==> config.mk <==
export PLATFORM = sky130hd
export DESIGN_NAME = status_led_blink_sequencer_flat
export DESIGN_NICKNAME = d
export VERILOG_FILES = /design/src/rtl/slbs_pkg.sv /design/src/rtl/slbs_cmd_if.sv /design/src/rtl/slbs_led_if.sv /design/src/rtl/slbs_cfg_regs.sv /design/src/rtl/slbs_core.sv /design/src/rtl/status_led_blink_sequencer.sv /design/src/flat_wrapper.sv
export SDC_FILE = /design/constraint.sdc
export NUM_CORES = 1
export LEC_CHECK = 0
export BUFFER_PORTS_ARGS = -buffer_cell sky130_fd_sc_hd__buf_2
export CORE_MARGIN = 5
export CORE_UTILIZATION = 35
export DETAILED_ROUTE_END_ITERATION = 7
export HOLD_SLACK_MARGIN = 0.1
export PLACE_DENSITY_LB_ADDON = 0.12
export SLEW_MARGIN = 10
export SYNTH_ARGS = -nofsm -noshare
export SYNTH_HDL_FRONTEND = slang
export SYNTH_HIERARCHICAL = 1
export SYNTH_SLANG_ARGS = --single-unit
==> constraint.sdc <==
create_clock -name clk -period 4.1 [get_ports clk]
set_input_delay 0 -clock clk [delete_from_list [all_inputs] [get_ports clk]]
set_output_delay 0 -clock clk [all_outputs]
set_load 0.01 [all_outputs]
==> src/rtl/slbs_pkg.sv <==
// Shared types, codes and helpers of the status LED blink sequencer.
package slbs_pkg;

	localparam int TIMER_W = 16;
	localparam int CFG_W   = 16;
	localparam int LIMIT_W = 8;
	localparam int CMP_W   = (TIMER_W > CFG_W) ? TIMER_W : CFG_W;

	localparam logic [TIMER_W-1:0] TIMER_MAX = {TIMER_W{1'b1}};

	typedef enum logic [1:0] {
		CMD_TICK = 2'd0,
		CMD_LINK = 2'd1,
		CMD_POS  = 2'd2
	} cmd_t;

	typedef enum logic [1:0] {
		LINK_UNREG  = 2'd0,
		LINK_REG    = 2'd1,
		LINK_ACTIVE = 2'd2,
		LINK_PACKET = 2'd3
	} link_mode_t;

	typedef enum logic [1:0] {
		POS_VALID   = 2'd0,
		POS_FIXED   = 2'd1,
		POS_FLOAT   = 2'd2,
		POS_INVALID = 2'd3
	} pos_mode_t;

	typedef enum logic [2:0] {
		CFG_REG_ON        = 3'd0,
		CFG_REG_OFF       = 3'd1,
		CFG_ACTIVE_TOGGLE = 3'd2,
		CFG_PACKET_TOGGLE = 3'd3,
		CFG_PACKET_LIMIT  = 3'd4,
		CFG_POS_VALID     = 3'd5,
		CFG_POS_FIXED     = 3'd6,
		CFG_POS_FLOAT     = 3'd7
	} cfg_index_t;

	typedef struct packed {
		logic [CFG_W-1:0]   reg_on_ms;
		logic [CFG_W-1:0]   reg_off_ms;
		logic [CFG_W-1:0]   active_toggle_ms;
		logic [CFG_W-1:0]   packet_toggle_ms;
		logic [LIMIT_W-1:0] packet_toggle_limit;
		logic [CFG_W-1:0]   pos_valid_ms;
		logic [CFG_W-1:0]   pos_fixed_ms;
		logic [CFG_W-1:0]   pos_float_ms;
	} slbs_cfg_t;

	typedef struct packed {
		logic [1:0] command;
		logic [1:0] mode_value;
	} slbs_item_t;

	typedef struct packed {
		logic       link_led;
		logic       position_led;
		logic       power_led;
		link_mode_t link_mode_now;
		pos_mode_t  position_mode_now;
		logic       packet_blinking;
	} slbs_result_t;

	// Saturating advance of an elapsed timer
	function automatic logic [TIMER_W-1:0] timer_advance(input logic [TIMER_W-1:0] t);
		timer_advance = (t == TIMER_MAX) ? TIMER_MAX : t + 1'b1;
	endfunction

	// Interval has passed once elapsed reaches it
	function automatic logic interval_passed(input logic [TIMER_W-1:0] elapsed,
			input logic [CFG_W-1:0] interval);
		interval_passed = CMP_W'(elapsed) >= CMP_W'(interval);
	endfunction

endpackage

==> src/rtl/slbs_cmd_if.sv <==
// Command channel: one tick or mode change per item.
interface slbs_cmd_if;
	logic       valid;
	logic       ready;
	logic [1:0] command;
	logic [1:0] mode_value;

	modport source (output valid, output command, output mode_value, input ready);
	modport sink (input valid, input command, input mode_value, output ready);
endinterface

==> src/rtl/slbs_led_if.sv <==
// LED channel: LED drives and current modes, one item per command.
interface slbs_led_if;
	logic       valid;
	logic       ready;
	logic       link_led;
	logic       position_led;
	logic       power_led;
	logic [1:0] link_mode_now;
	logic [1:0] position_mode_now;
	logic       packet_blinking;

	modport source (output valid, output link_led, output position_led, output power_led,
		output link_mode_now, output position_mode_now, output packet_blinking,
		input ready);
	modport sink (input valid, input link_led, input position_led, input power_led,
		input link_mode_now, input position_mode_now, input packet_blinking,
		output ready);
endinterface

==> src/rtl/slbs_cfg_regs.sv <==
// Configuration register file of the blink sequencer.
module slbs_cfg_regs (
	input  logic                     clk,
	input  logic                     arst_n,
	input  logic                     we,
	input  logic [2:0]               index,
	input  logic [slbs_pkg::CFG_W-1:0] wdata,
	output slbs_pkg::slbs_cfg_t      cfg
);
	import slbs_pkg::*;

	slbs_cfg_t cfg_q;

	// Write the addressed register, load defaults on reset
	always_ff @(posedge clk or negedge arst_n) begin
		if (!arst_n) begin
			cfg_q.reg_on_ms           <= CFG_W'(100);
			cfg_q.reg_off_ms          <= CFG_W'(1000);
			cfg_q.active_toggle_ms    <= CFG_W'(1000);
			cfg_q.packet_toggle_ms    <= CFG_W'(200);
			cfg_q.packet_toggle_limit <= LIMIT_W'(15);
			cfg_q.pos_valid_ms        <= CFG_W'(2000);
			cfg_q.pos_fixed_ms        <= CFG_W'(100);
			cfg_q.pos_float_ms        <= CFG_W'(500);
		end else if (we) begin
			unique case (cfg_index_t'(index))
				CFG_REG_ON:        cfg_q.reg_on_ms           <= wdata;
				CFG_REG_OFF:       cfg_q.reg_off_ms          <= wdata;
				CFG_ACTIVE_TOGGLE: cfg_q.active_toggle_ms    <= wdata;
				CFG_PACKET_TOGGLE: cfg_q.packet_toggle_ms    <= wdata;
				CFG_PACKET_LIMIT:  cfg_q.packet_toggle_limit <= wdata[LIMIT_W-1:0];
				CFG_POS_VALID:     cfg_q.pos_valid_ms        <= wdata;
				CFG_POS_FIXED:     cfg_q.pos_fixed_ms        <= wdata;
				CFG_POS_FLOAT:     cfg_q.pos_float_ms        <= wdata;
				default: ;
			endcase
		end
	end

	assign cfg = cfg_q;
endmodule

==> src/rtl/slbs_core.sv <==
// LED state registers and the per-item update logic.
module slbs_core (
	input  logic                   clk,
	input  logic                   arst_n,
	input  logic                   step,
	input  slbs_pkg::slbs_item_t   item,
	input  slbs_pkg::slbs_cfg_t    cfg,
	output slbs_pkg::slbs_result_t result
);
	import slbs_pkg::*;

	link_mode_t           link_mode_q, link_mode_n;
	pos_mode_t            pos_mode_q, pos_mode_n;
	logic [TIMER_W-1:0]   link_el_q, link_el_n, link_adv;
	logic [TIMER_W-1:0]   pos_el_q, pos_el_n, pos_adv;
	logic                 link_pin_q, link_pin_n;
	logic                 link_mark_q, link_mark_n;
	logic                 pos_pin_q, pos_pin_n;
	logic                 pos_mark_q, pos_mark_n;
	logic                 pwr_pin_q, pwr_pin_n;
	logic                 pwr_mark_q, pwr_mark_n;
	logic                 phase_q, phase_n;
	logic                 pkt_q, pkt_n;
	logic [LIMIT_W-1:0]   pkt_cnt_q, pkt_cnt_n;
	logic [CFG_W-1:0]     pos_period;

	assign link_adv = timer_advance(link_el_q);
	assign pos_adv  = timer_advance(pos_el_q);

	// Pick the position toggle period
	always_comb begin
		case (pos_mode_q)
			POS_VALID: pos_period = cfg.pos_valid_ms;
			POS_FIXED: pos_period = cfg.pos_fixed_ms;
			default:   pos_period = cfg.pos_float_ms;
		endcase
	end

	// Work out the state after this item
	always_comb begin
		link_mode_n = link_mode_q;
		pos_mode_n  = pos_mode_q;
		link_el_n   = link_el_q;
		pos_el_n    = pos_el_q;
		link_pin_n  = link_pin_q;
		link_mark_n = link_mark_q;
		pos_pin_n   = pos_pin_q;
		pos_mark_n  = pos_mark_q;
		pwr_pin_n   = pwr_pin_q;
		pwr_mark_n  = pwr_mark_q;
		phase_n     = phase_q;
		pkt_n       = pkt_q;
		pkt_cnt_n   = pkt_cnt_q;

		unique case (item.command)
			CMD_TICK: begin
				link_el_n = link_adv;
				pos_el_n  = pos_adv;

				// Link LED
				unique case (link_mode_q)
					LINK_UNREG: link_pin_n = 1'b1;
					LINK_REG: begin
						if (!phase_q) begin
							link_pin_n = 1'b1;
							if (interval_passed(link_adv, cfg.reg_on_ms)) begin
								phase_n   = 1'b1;
								link_el_n = '0;
							end
						end else begin
							link_pin_n = 1'b0;
							if (interval_passed(link_adv, cfg.reg_off_ms)) begin
								phase_n   = 1'b0;
								link_el_n = '0;
							end
						end
					end
					LINK_ACTIVE: begin
						if (interval_passed(link_adv, cfg.active_toggle_ms)) begin
							link_pin_n  = ~link_mark_q;
							link_mark_n = ~link_mark_q;
							link_el_n   = '0;
						end
					end
					LINK_PACKET: begin
						pkt_n = 1'b1;
						if (interval_passed(link_adv, cfg.packet_toggle_ms)) begin
							if (pkt_cnt_q <= cfg.packet_toggle_limit) begin
								pkt_cnt_n   = pkt_cnt_q + 1'b1;
								link_pin_n  = ~link_mark_q;
								link_mark_n = ~link_mark_q;
								pwr_pin_n   = ~pwr_mark_q;
								pwr_mark_n  = ~pwr_mark_q;
								link_el_n   = '0;
							end else begin
								// Sequence done: drop back to active mode
								pkt_cnt_n   = '0;
								pkt_n       = 1'b0;
								link_mode_n = LINK_ACTIVE;
								link_el_n   = '0;
								pwr_pin_n   = 1'b0;
							end
						end
					end
					default: ;
				endcase

				// Position LED
				if (pos_mode_q == POS_INVALID) begin
					pos_pin_n = 1'b1;
				end else if (interval_passed(pos_adv, pos_period)) begin
					pos_pin_n  = ~pos_mark_q;
					pos_mark_n = ~pos_mark_q;
					pos_el_n   = '0;
				end
			end
			CMD_LINK: begin
				// During a packet blink only restart the timer
				if (pkt_q) begin
					link_el_n = '0;
				end else if (item.mode_value != link_mode_q) begin
					link_mode_n = link_mode_t'(item.mode_value);
					link_el_n   = '0;
				end
			end
			CMD_POS: begin
				if (item.mode_value != pos_mode_q) begin
					pos_mode_n = pos_mode_t'(item.mode_value);
					pos_el_n   = '0;
				end
			end
			default: ;
		endcase
	end

	// Hold state, advance on each processed item
	always_ff @(posedge clk or negedge arst_n) begin
		if (!arst_n) begin
			link_mode_q <= LINK_UNREG;
			pos_mode_q  <= POS_INVALID;
			link_el_q   <= '0;
			pos_el_q    <= '0;
			link_pin_q  <= 1'b0;
			link_mark_q <= 1'b0;
			pos_pin_q   <= 1'b0;
			pos_mark_q  <= 1'b0;
			pwr_pin_q   <= 1'b0;
			pwr_mark_q  <= 1'b0;
			phase_q     <= 1'b0;
			pkt_q       <= 1'b0;
			pkt_cnt_q   <= '0;
		end else if (step) begin
			link_mode_q <= link_mode_n;
			pos_mode_q  <= pos_mode_n;
			link_el_q   <= link_el_n;
			pos_el_q    <= pos_el_n;
			link_pin_q  <= link_pin_n;
			link_mark_q <= link_mark_n;
			pos_pin_q   <= pos_pin_n;
			pos_mark_q  <= pos_mark_n;
			pwr_pin_q   <= pwr_pin_n;
			pwr_mark_q  <= pwr_mark_n;
			phase_q     <= phase_n;
			pkt_q       <= pkt_n;
			pkt_cnt_q   <= pkt_cnt_n;
		end
	end

	// Result shows the state after the item
	always_comb begin
		result.link_led          = link_pin_n;
		result.position_led      = pos_pin_n;
		result.power_led         = pwr_pin_n;
		result.link_mode_now     = link_mode_n;
		result.position_mode_now = pos_mode_n;
		result.packet_blinking   = pkt_n;
	end
endmodule

==> src/rtl/status_led_blink_sequencer.sv <==
// Top level of the status LED blink sequencer.
//
// Usage:
//  cmd_ch carries one item per handshake: a millisecond tick (command 0), a link
//  mode change (command 1) or a position mode change (command 2) with mode_value.
//  led_ch returns exactly one item per command item: the link, position and power
//  LED drives, the current link and position modes and the packet-blink flag,
//  all as they stand after that command.
//  The configuration port (cfg_we, cfg_index, cfg_wdata) writes one of eight
//  interval/limit registers per cycle; write it only while no item is in flight.
// Pipeline and throughput:
//  An item is registered in the input register on acceptance, and its result is
//  registered in the result register once that register is free or being read.
//  One item is taken per cycle while led_ch does not stall; the state update
//  is a single pass of compare and increment logic.
// Reset and stall:
//  arst_n clears the LED state, link mode to unregistered, position mode to
//  invalid, and loads the register defaults. When led_ch stalls the result is
//  held and one more item is taken into the input register; cmd_ch ready then
//  drops until the result is taken.
module status_led_blink_sequencer (
	input  logic                      clk,
	input  logic                      arst_n,
	slbs_cmd_if.sink                  cmd_ch,
	slbs_led_if.source                led_ch,
	input  logic                      cfg_we,
	input  logic [2:0]                cfg_index,
	input  logic [slbs_pkg::CFG_W-1:0] cfg_wdata
);
	import slbs_pkg::*;

	slbs_cfg_t    cfg;
	slbs_item_t   item_s1;
	logic         valid_s1;
	logic         adv;
	logic         take;
	slbs_result_t result;
	slbs_result_t result_q;
	logic         led_valid_q;

	slbs_cfg_regs u_cfg (
		.clk    (clk),
		.arst_n (arst_n),
		.we     (cfg_we),
		.index  (cfg_index),
		.wdata  (cfg_wdata),
		.cfg    (cfg)
	);

	// Process the held item once the result register is free
	assign adv          = valid_s1 && (!led_valid_q || led_ch.ready);
	assign cmd_ch.ready = !valid_s1 || adv;
	assign take         = cmd_ch.valid && cmd_ch.ready;

	slbs_core u_core (
		.clk    (clk),
		.arst_n (arst_n),
		.step   (adv),
		.item   (item_s1),
		.cfg    (cfg),
		.result (result)
	);

	// Input register
	always_ff @(posedge clk or negedge arst_n) begin
		if (!arst_n) begin
			valid_s1 <= 1'b0;
		end else if (cmd_ch.ready) begin
			valid_s1 <= cmd_ch.valid;
		end
	end

	always_ff @(posedge clk) begin
		if (take) begin
			item_s1.command    <= cmd_ch.command;
			item_s1.mode_value <= cmd_ch.mode_value;
		end
	end

	// Result register
	always_ff @(posedge clk or negedge arst_n) begin
		if (!arst_n) begin
			led_valid_q <= 1'b0;
		end else if (adv) begin
			led_valid_q <= 1'b1;
		end else if (led_ch.ready) begin
			led_valid_q <= 1'b0;
		end
	end

	always_ff @(posedge clk) begin
		if (adv) begin
			result_q <= result;
		end
	end

	assign led_ch.valid             = led_valid_q;
	assign led_ch.link_led          = result_q.link_led;
	assign led_ch.position_led      = result_q.position_led;
	assign led_ch.power_led         = result_q.power_led;
	assign led_ch.link_mode_now     = result_q.link_mode_now;
	assign led_ch.position_mode_now = result_q.position_mode_now;
	assign led_ch.packet_blinking   = result_q.packet_blinking;

`ifndef SYNTHESIS
	// Packet blink only runs in packet-success link mode
	a_pkt_mode: assert property (@(posedge clk) disable iff (!arst_n)
		led_ch.valid && led_ch.packet_blinking |-> led_ch.link_mode_now == LINK_PACKET)
		else $error("packet blink outside packet link mode");

	// Ready only drops with both stages full
	a_ready_low: assert property (@(posedge clk) disable iff (!arst_n)
		!cmd_ch.ready |-> valid_s1 && led_valid_q)
		else $error("input stalled with a free stage");

	// A processed item shows up as a result next cycle
	a_result: assert property (@(posedge clk) disable iff (!arst_n)
		adv |=> led_ch.valid)
		else $error("processed item produced no result");
`endif
endmodule
==> src/flat_wrapper.sv <==
// flat-port wrapper written by rule: the top's interface ports become plain ports
module status_led_blink_sequencer_flat import slbs_pkg::*;
  (clk, arst_n, cfg_we, cfg_index, cfg_wdata, cmd_ch_valid, cmd_ch_command, cmd_ch_mode_value, cmd_ch_ready, led_ch_valid, led_ch_link_led, led_ch_position_led, led_ch_power_led, led_ch_link_mode_now, led_ch_position_mode_now, led_ch_packet_blinking, led_ch_ready);
  slbs_cmd_if cmd_ch_i ();
  slbs_led_if led_ch_i ();
  input  logic clk;
  input  logic arst_n;
  input  logic cfg_we;
  input  logic [2:0] cfg_index;
  input  logic [slbs_pkg::CFG_W-1:0] cfg_wdata;
  input wire logic [$bits(cmd_ch_i.valid)-1:0] cmd_ch_valid;
  input wire logic [$bits(cmd_ch_i.command)-1:0] cmd_ch_command;
  input wire logic [$bits(cmd_ch_i.mode_value)-1:0] cmd_ch_mode_value;
  output wire logic [$bits(cmd_ch_i.ready)-1:0] cmd_ch_ready;
  output wire logic [$bits(led_ch_i.valid)-1:0] led_ch_valid;
  output wire logic [$bits(led_ch_i.link_led)-1:0] led_ch_link_led;
  output wire logic [$bits(led_ch_i.position_led)-1:0] led_ch_position_led;
  output wire logic [$bits(led_ch_i.power_led)-1:0] led_ch_power_led;
  output wire logic [$bits(led_ch_i.link_mode_now)-1:0] led_ch_link_mode_now;
  output wire logic [$bits(led_ch_i.position_mode_now)-1:0] led_ch_position_mode_now;
  output wire logic [$bits(led_ch_i.packet_blinking)-1:0] led_ch_packet_blinking;
  input wire logic [$bits(led_ch_i.ready)-1:0] led_ch_ready;
  assign cmd_ch_i.valid = cmd_ch_valid;
  assign cmd_ch_i.command = cmd_ch_command;
  assign cmd_ch_i.mode_value = cmd_ch_mode_value;
  assign cmd_ch_ready = cmd_ch_i.ready;
  assign led_ch_valid = led_ch_i.valid;
  assign led_ch_link_led = led_ch_i.link_led;
  assign led_ch_position_led = led_ch_i.position_led;
  assign led_ch_power_led = led_ch_i.power_led;
  assign led_ch_link_mode_now = led_ch_i.link_mode_now;
  assign led_ch_position_mode_now = led_ch_i.position_mode_now;
  assign led_ch_packet_blinking = led_ch_i.packet_blinking;
  assign led_ch_i.ready = led_ch_ready;
  status_led_blink_sequencer u_core (.clk(clk), .arst_n(arst_n), .cmd_ch(cmd_ch_i), .led_ch(led_ch_i), .cfg_we(cfg_we), .cfg_index(cfg_index), .cfg_wdata(cfg_wdata));
endmodule
==> metrics.cfg <==
[run_status]
outcome = finished, final reports clean

[synthesis]
ys_seq_area_frac = 0.453
ys_ff_latch = 186
avgSynthCellArea_um2 = 11.3
syn-cell-area_um2 = 10500
netlist.area_leader.share = 0.321
ys_warn_count = 6
synth_nets = 1053
synth_top_cells_by_area = dfrtp_1 32%, mux2_2 13%, ha_1 11%
syn_inst = 934
synth_edf_count = 12
synth_compound_area_frac = 0.109
synth-adder-area-share = 0.108
synth.distinct_cells = 64
synth_xor_area_frac = 0.0241
synth_top_family_by_area = multiplexers
synthFlopType = dfrtp_1
synth-simple-area-share = 0.101
muxShareOfSynthArea = 0.157
async_flop_share = 0.935
synth_top_area_cell = dfrtp_1

[floorplan]
die_y_um = 183
core_area_um2 = 29600
start_util = 0.355
io_pins = 38
die_w_um = 183
rows = 63
dieArea_um2 = 33600

[drt]
wl_per_cell_um = 17.9
routed_wirelength_um = 25400
drc = 0
ant_nets = 0
vias = 7149
drtIter0Drc = 302
avgViaCountPerCell = 5.03
dr.pass1.iters = 4

[pwr]
peakVddDrop_mv = 0.313
p_leak_nw = 5.78
p_total_w = 0.00589
pwr_density_cell_nw_per_um2 = 482

[worst_setup_path]
cp-end-kind = register
cp-start-kind = register
cp.arrival_ns = 4.05
crit_type = register to register
cp.required_ns = 4.29
critPathMaxFanout = 7
rr_worst_depth = 13

[global_routing]
antenna_found_initial = 0
grt_max_degree = 94
track_usage = 0.158
grt_pass1_vias = 7318
grt-ovfl-total = 0
grt_pass1_wl_um = 41400

[cts]
cts_setup_buffers = 0
cts_root_buf = clkbuf_16
ctsHtreeMaxLevel = 4
cts_sinks = 186
clk_latency_ns = 0.44
clkTransAtPathRegs_ns = 0.07
cts_max_path_buffers = 2
numCtsBuffers = 17
cts_tree = yes

[placed_design]
place_congestion = 0.798
io_buffers = 37
dp_cells = 1366
dp_hpwl_um = 18400

[final_layout]
final_util = 0.412
area_growth_pct = 16.1
final_common_cell = dfrtp_1
drive_gt1_frac = 0.291
diodes = 0
nets = 1138
final_cell_mix = 135 x dfrtp_1, 119 x mux2_2, 91 x ha_1
stdcell_count = 1422
fillCellCount = 2942

[sta]
worst_slew_pin_slew_ns = 0.912
slew-limit-headroom = 0.392
setup_violations = 0
fin_crit_ns = 3.86
report.final.slew_viol_count = 0
fmax_mhz = 259
fin_crit_sh = 0.941
hold_slack_ns = 0.206
final_hold_viol_count = 0
fin_worst_skew_ns = 0.0145

[hold_path]
hold_class = input pin to async pin

[job]
cap_violations = 0

## registers in the layout (all words and copies together) (netlist names), 2 cells and up
signal / flops
u_core/u_core/pos_mode_q: 2
u_core/u_core/pos_el_q: 16
u_core/u_cfg/cfg: 120
u_core/u_core/link_el_q: 16
u_core/led_ch.link_mode_now: 2
u_core/item_s1: 4
u_core/led_ch.position_mode_now: 2
u_core/u_core/link_mode_q: 2
u_core/u_core/pkt_cnt_q: 8
## per-stage QoR
stage                     instance area, um^2  setup TNS, ns  worst slack, ns
final                                   12200              0            0.242
after detailed placement                11400              0           0.0390
after global placement                  11400       -0.00240         -0.00174
after floorplan                         10500              0            0.196
after CTS                               12200              0            0.130
after global routing                    12200       -0.00301         -0.00301
## path summary, 6_finish.rpt
check	from	end	slack (ns)
worst max-delay path	u_core/u_core/link_el_q[6]$_DFFE_PN0P_	u_core/led_ch.link_led$_DFFE_PP_	0.24
worst max register to register	u_core/u_core/link_el_q[6]$_DFFE_PN0P_	u_core/led_ch.link_led$_DFFE_PP_	0.24
worst min register to register	u_core/u_core/pwr_mark_q$_DFFE_PN0P_	u_core/u_core/pwr_mark_q$_DFFE_PN0P_	0.48
max in group asynchronous	arst_n	u_core/u_core/link_el_q[13]$_DFFE_PN0P_	2.73
min in group clk	cmd_ch_mode_value[0]	u_core/item_s1[0]$_DFFE_PP_	0.27
worst min-delay path	arst_n	u_core/u_cfg/cfg[53]$_DFFE_PN0P_	0.21
## cells by family after synthesis
logic type | after synthesis
XOR/XNOR | 29
flip-flops | 186
multiplexers | 145
AND/OR/NAND/NOR | 200
AO/OA/AOI/OAI | 169
adder cells (fa/ha/maj) | 91
buffers and inverters | 114
## worst max-delay path: stages (launching register included)
cell       delay [ns]
dfrtp_1          0.42
and3_1           0.21
and3_1           0.19
and3_1           0.20
nand3_2          0.17
o21ai_0          0.21
ha_1             0.31
and4_1           0.26
a2111oi_4        0.40
a2111oi_2        0.14
buf_4            0.17
or3b_4           0.40
a221o_1          0.34
a22o_1           0.18
## cell type report
class,count,area [um^2],area share
flip-flops and latches,186,4760,0.390
inverters,77,289,0.0237
clock buffers,18,429,0.0351
multi-input cells,634,5340,0.437
well taps,390,488,0.0399
clock inverters,14,145,0.0119
repair buffers,103,759,0.0622
## what timing repair did
item | 4_1_cts | 5_1_grt
setup endpoints to repair | 4 | 33
hold buffers | 24 | 0
gates resized for setup | 1 | 9
hold endpoints to repair | 196 | 0
## cells in the mapped netlist (all sizes together), types with 16 or more instances
cell	instances
ha	91
mux2	129
inv	77
nand3	23
nand2b	17
dfrtp	135
xor2	19
nand2	61
o21ai	39
mux2i	16
a22o	32
buf	24
nor2	41
dfstp	39
a21oi	43
## metal layers
metal  wire length, um  part of all wire  vias to the layer above  global-route usage
met5                 0                 0                        -                   0
li1                  -                 -                     3538                   -
met4               430             0.017                        0              0.0474
met1             12600              0.50                     3501               0.226
met2             11700              0.46                       83               0.249
met3               648             0.025                       27              0.0240
## power breakdown
part	total (W)	switching, W	internal (W)	leakage, nW
Combinational	0.00171	0.000876	0.000837	3.28
Clock	0.00165	0.000749	0.000903	0.287
Sequential	0.00253	0.000251	0.00227	2.22
(Power assumes the default switching activity.)
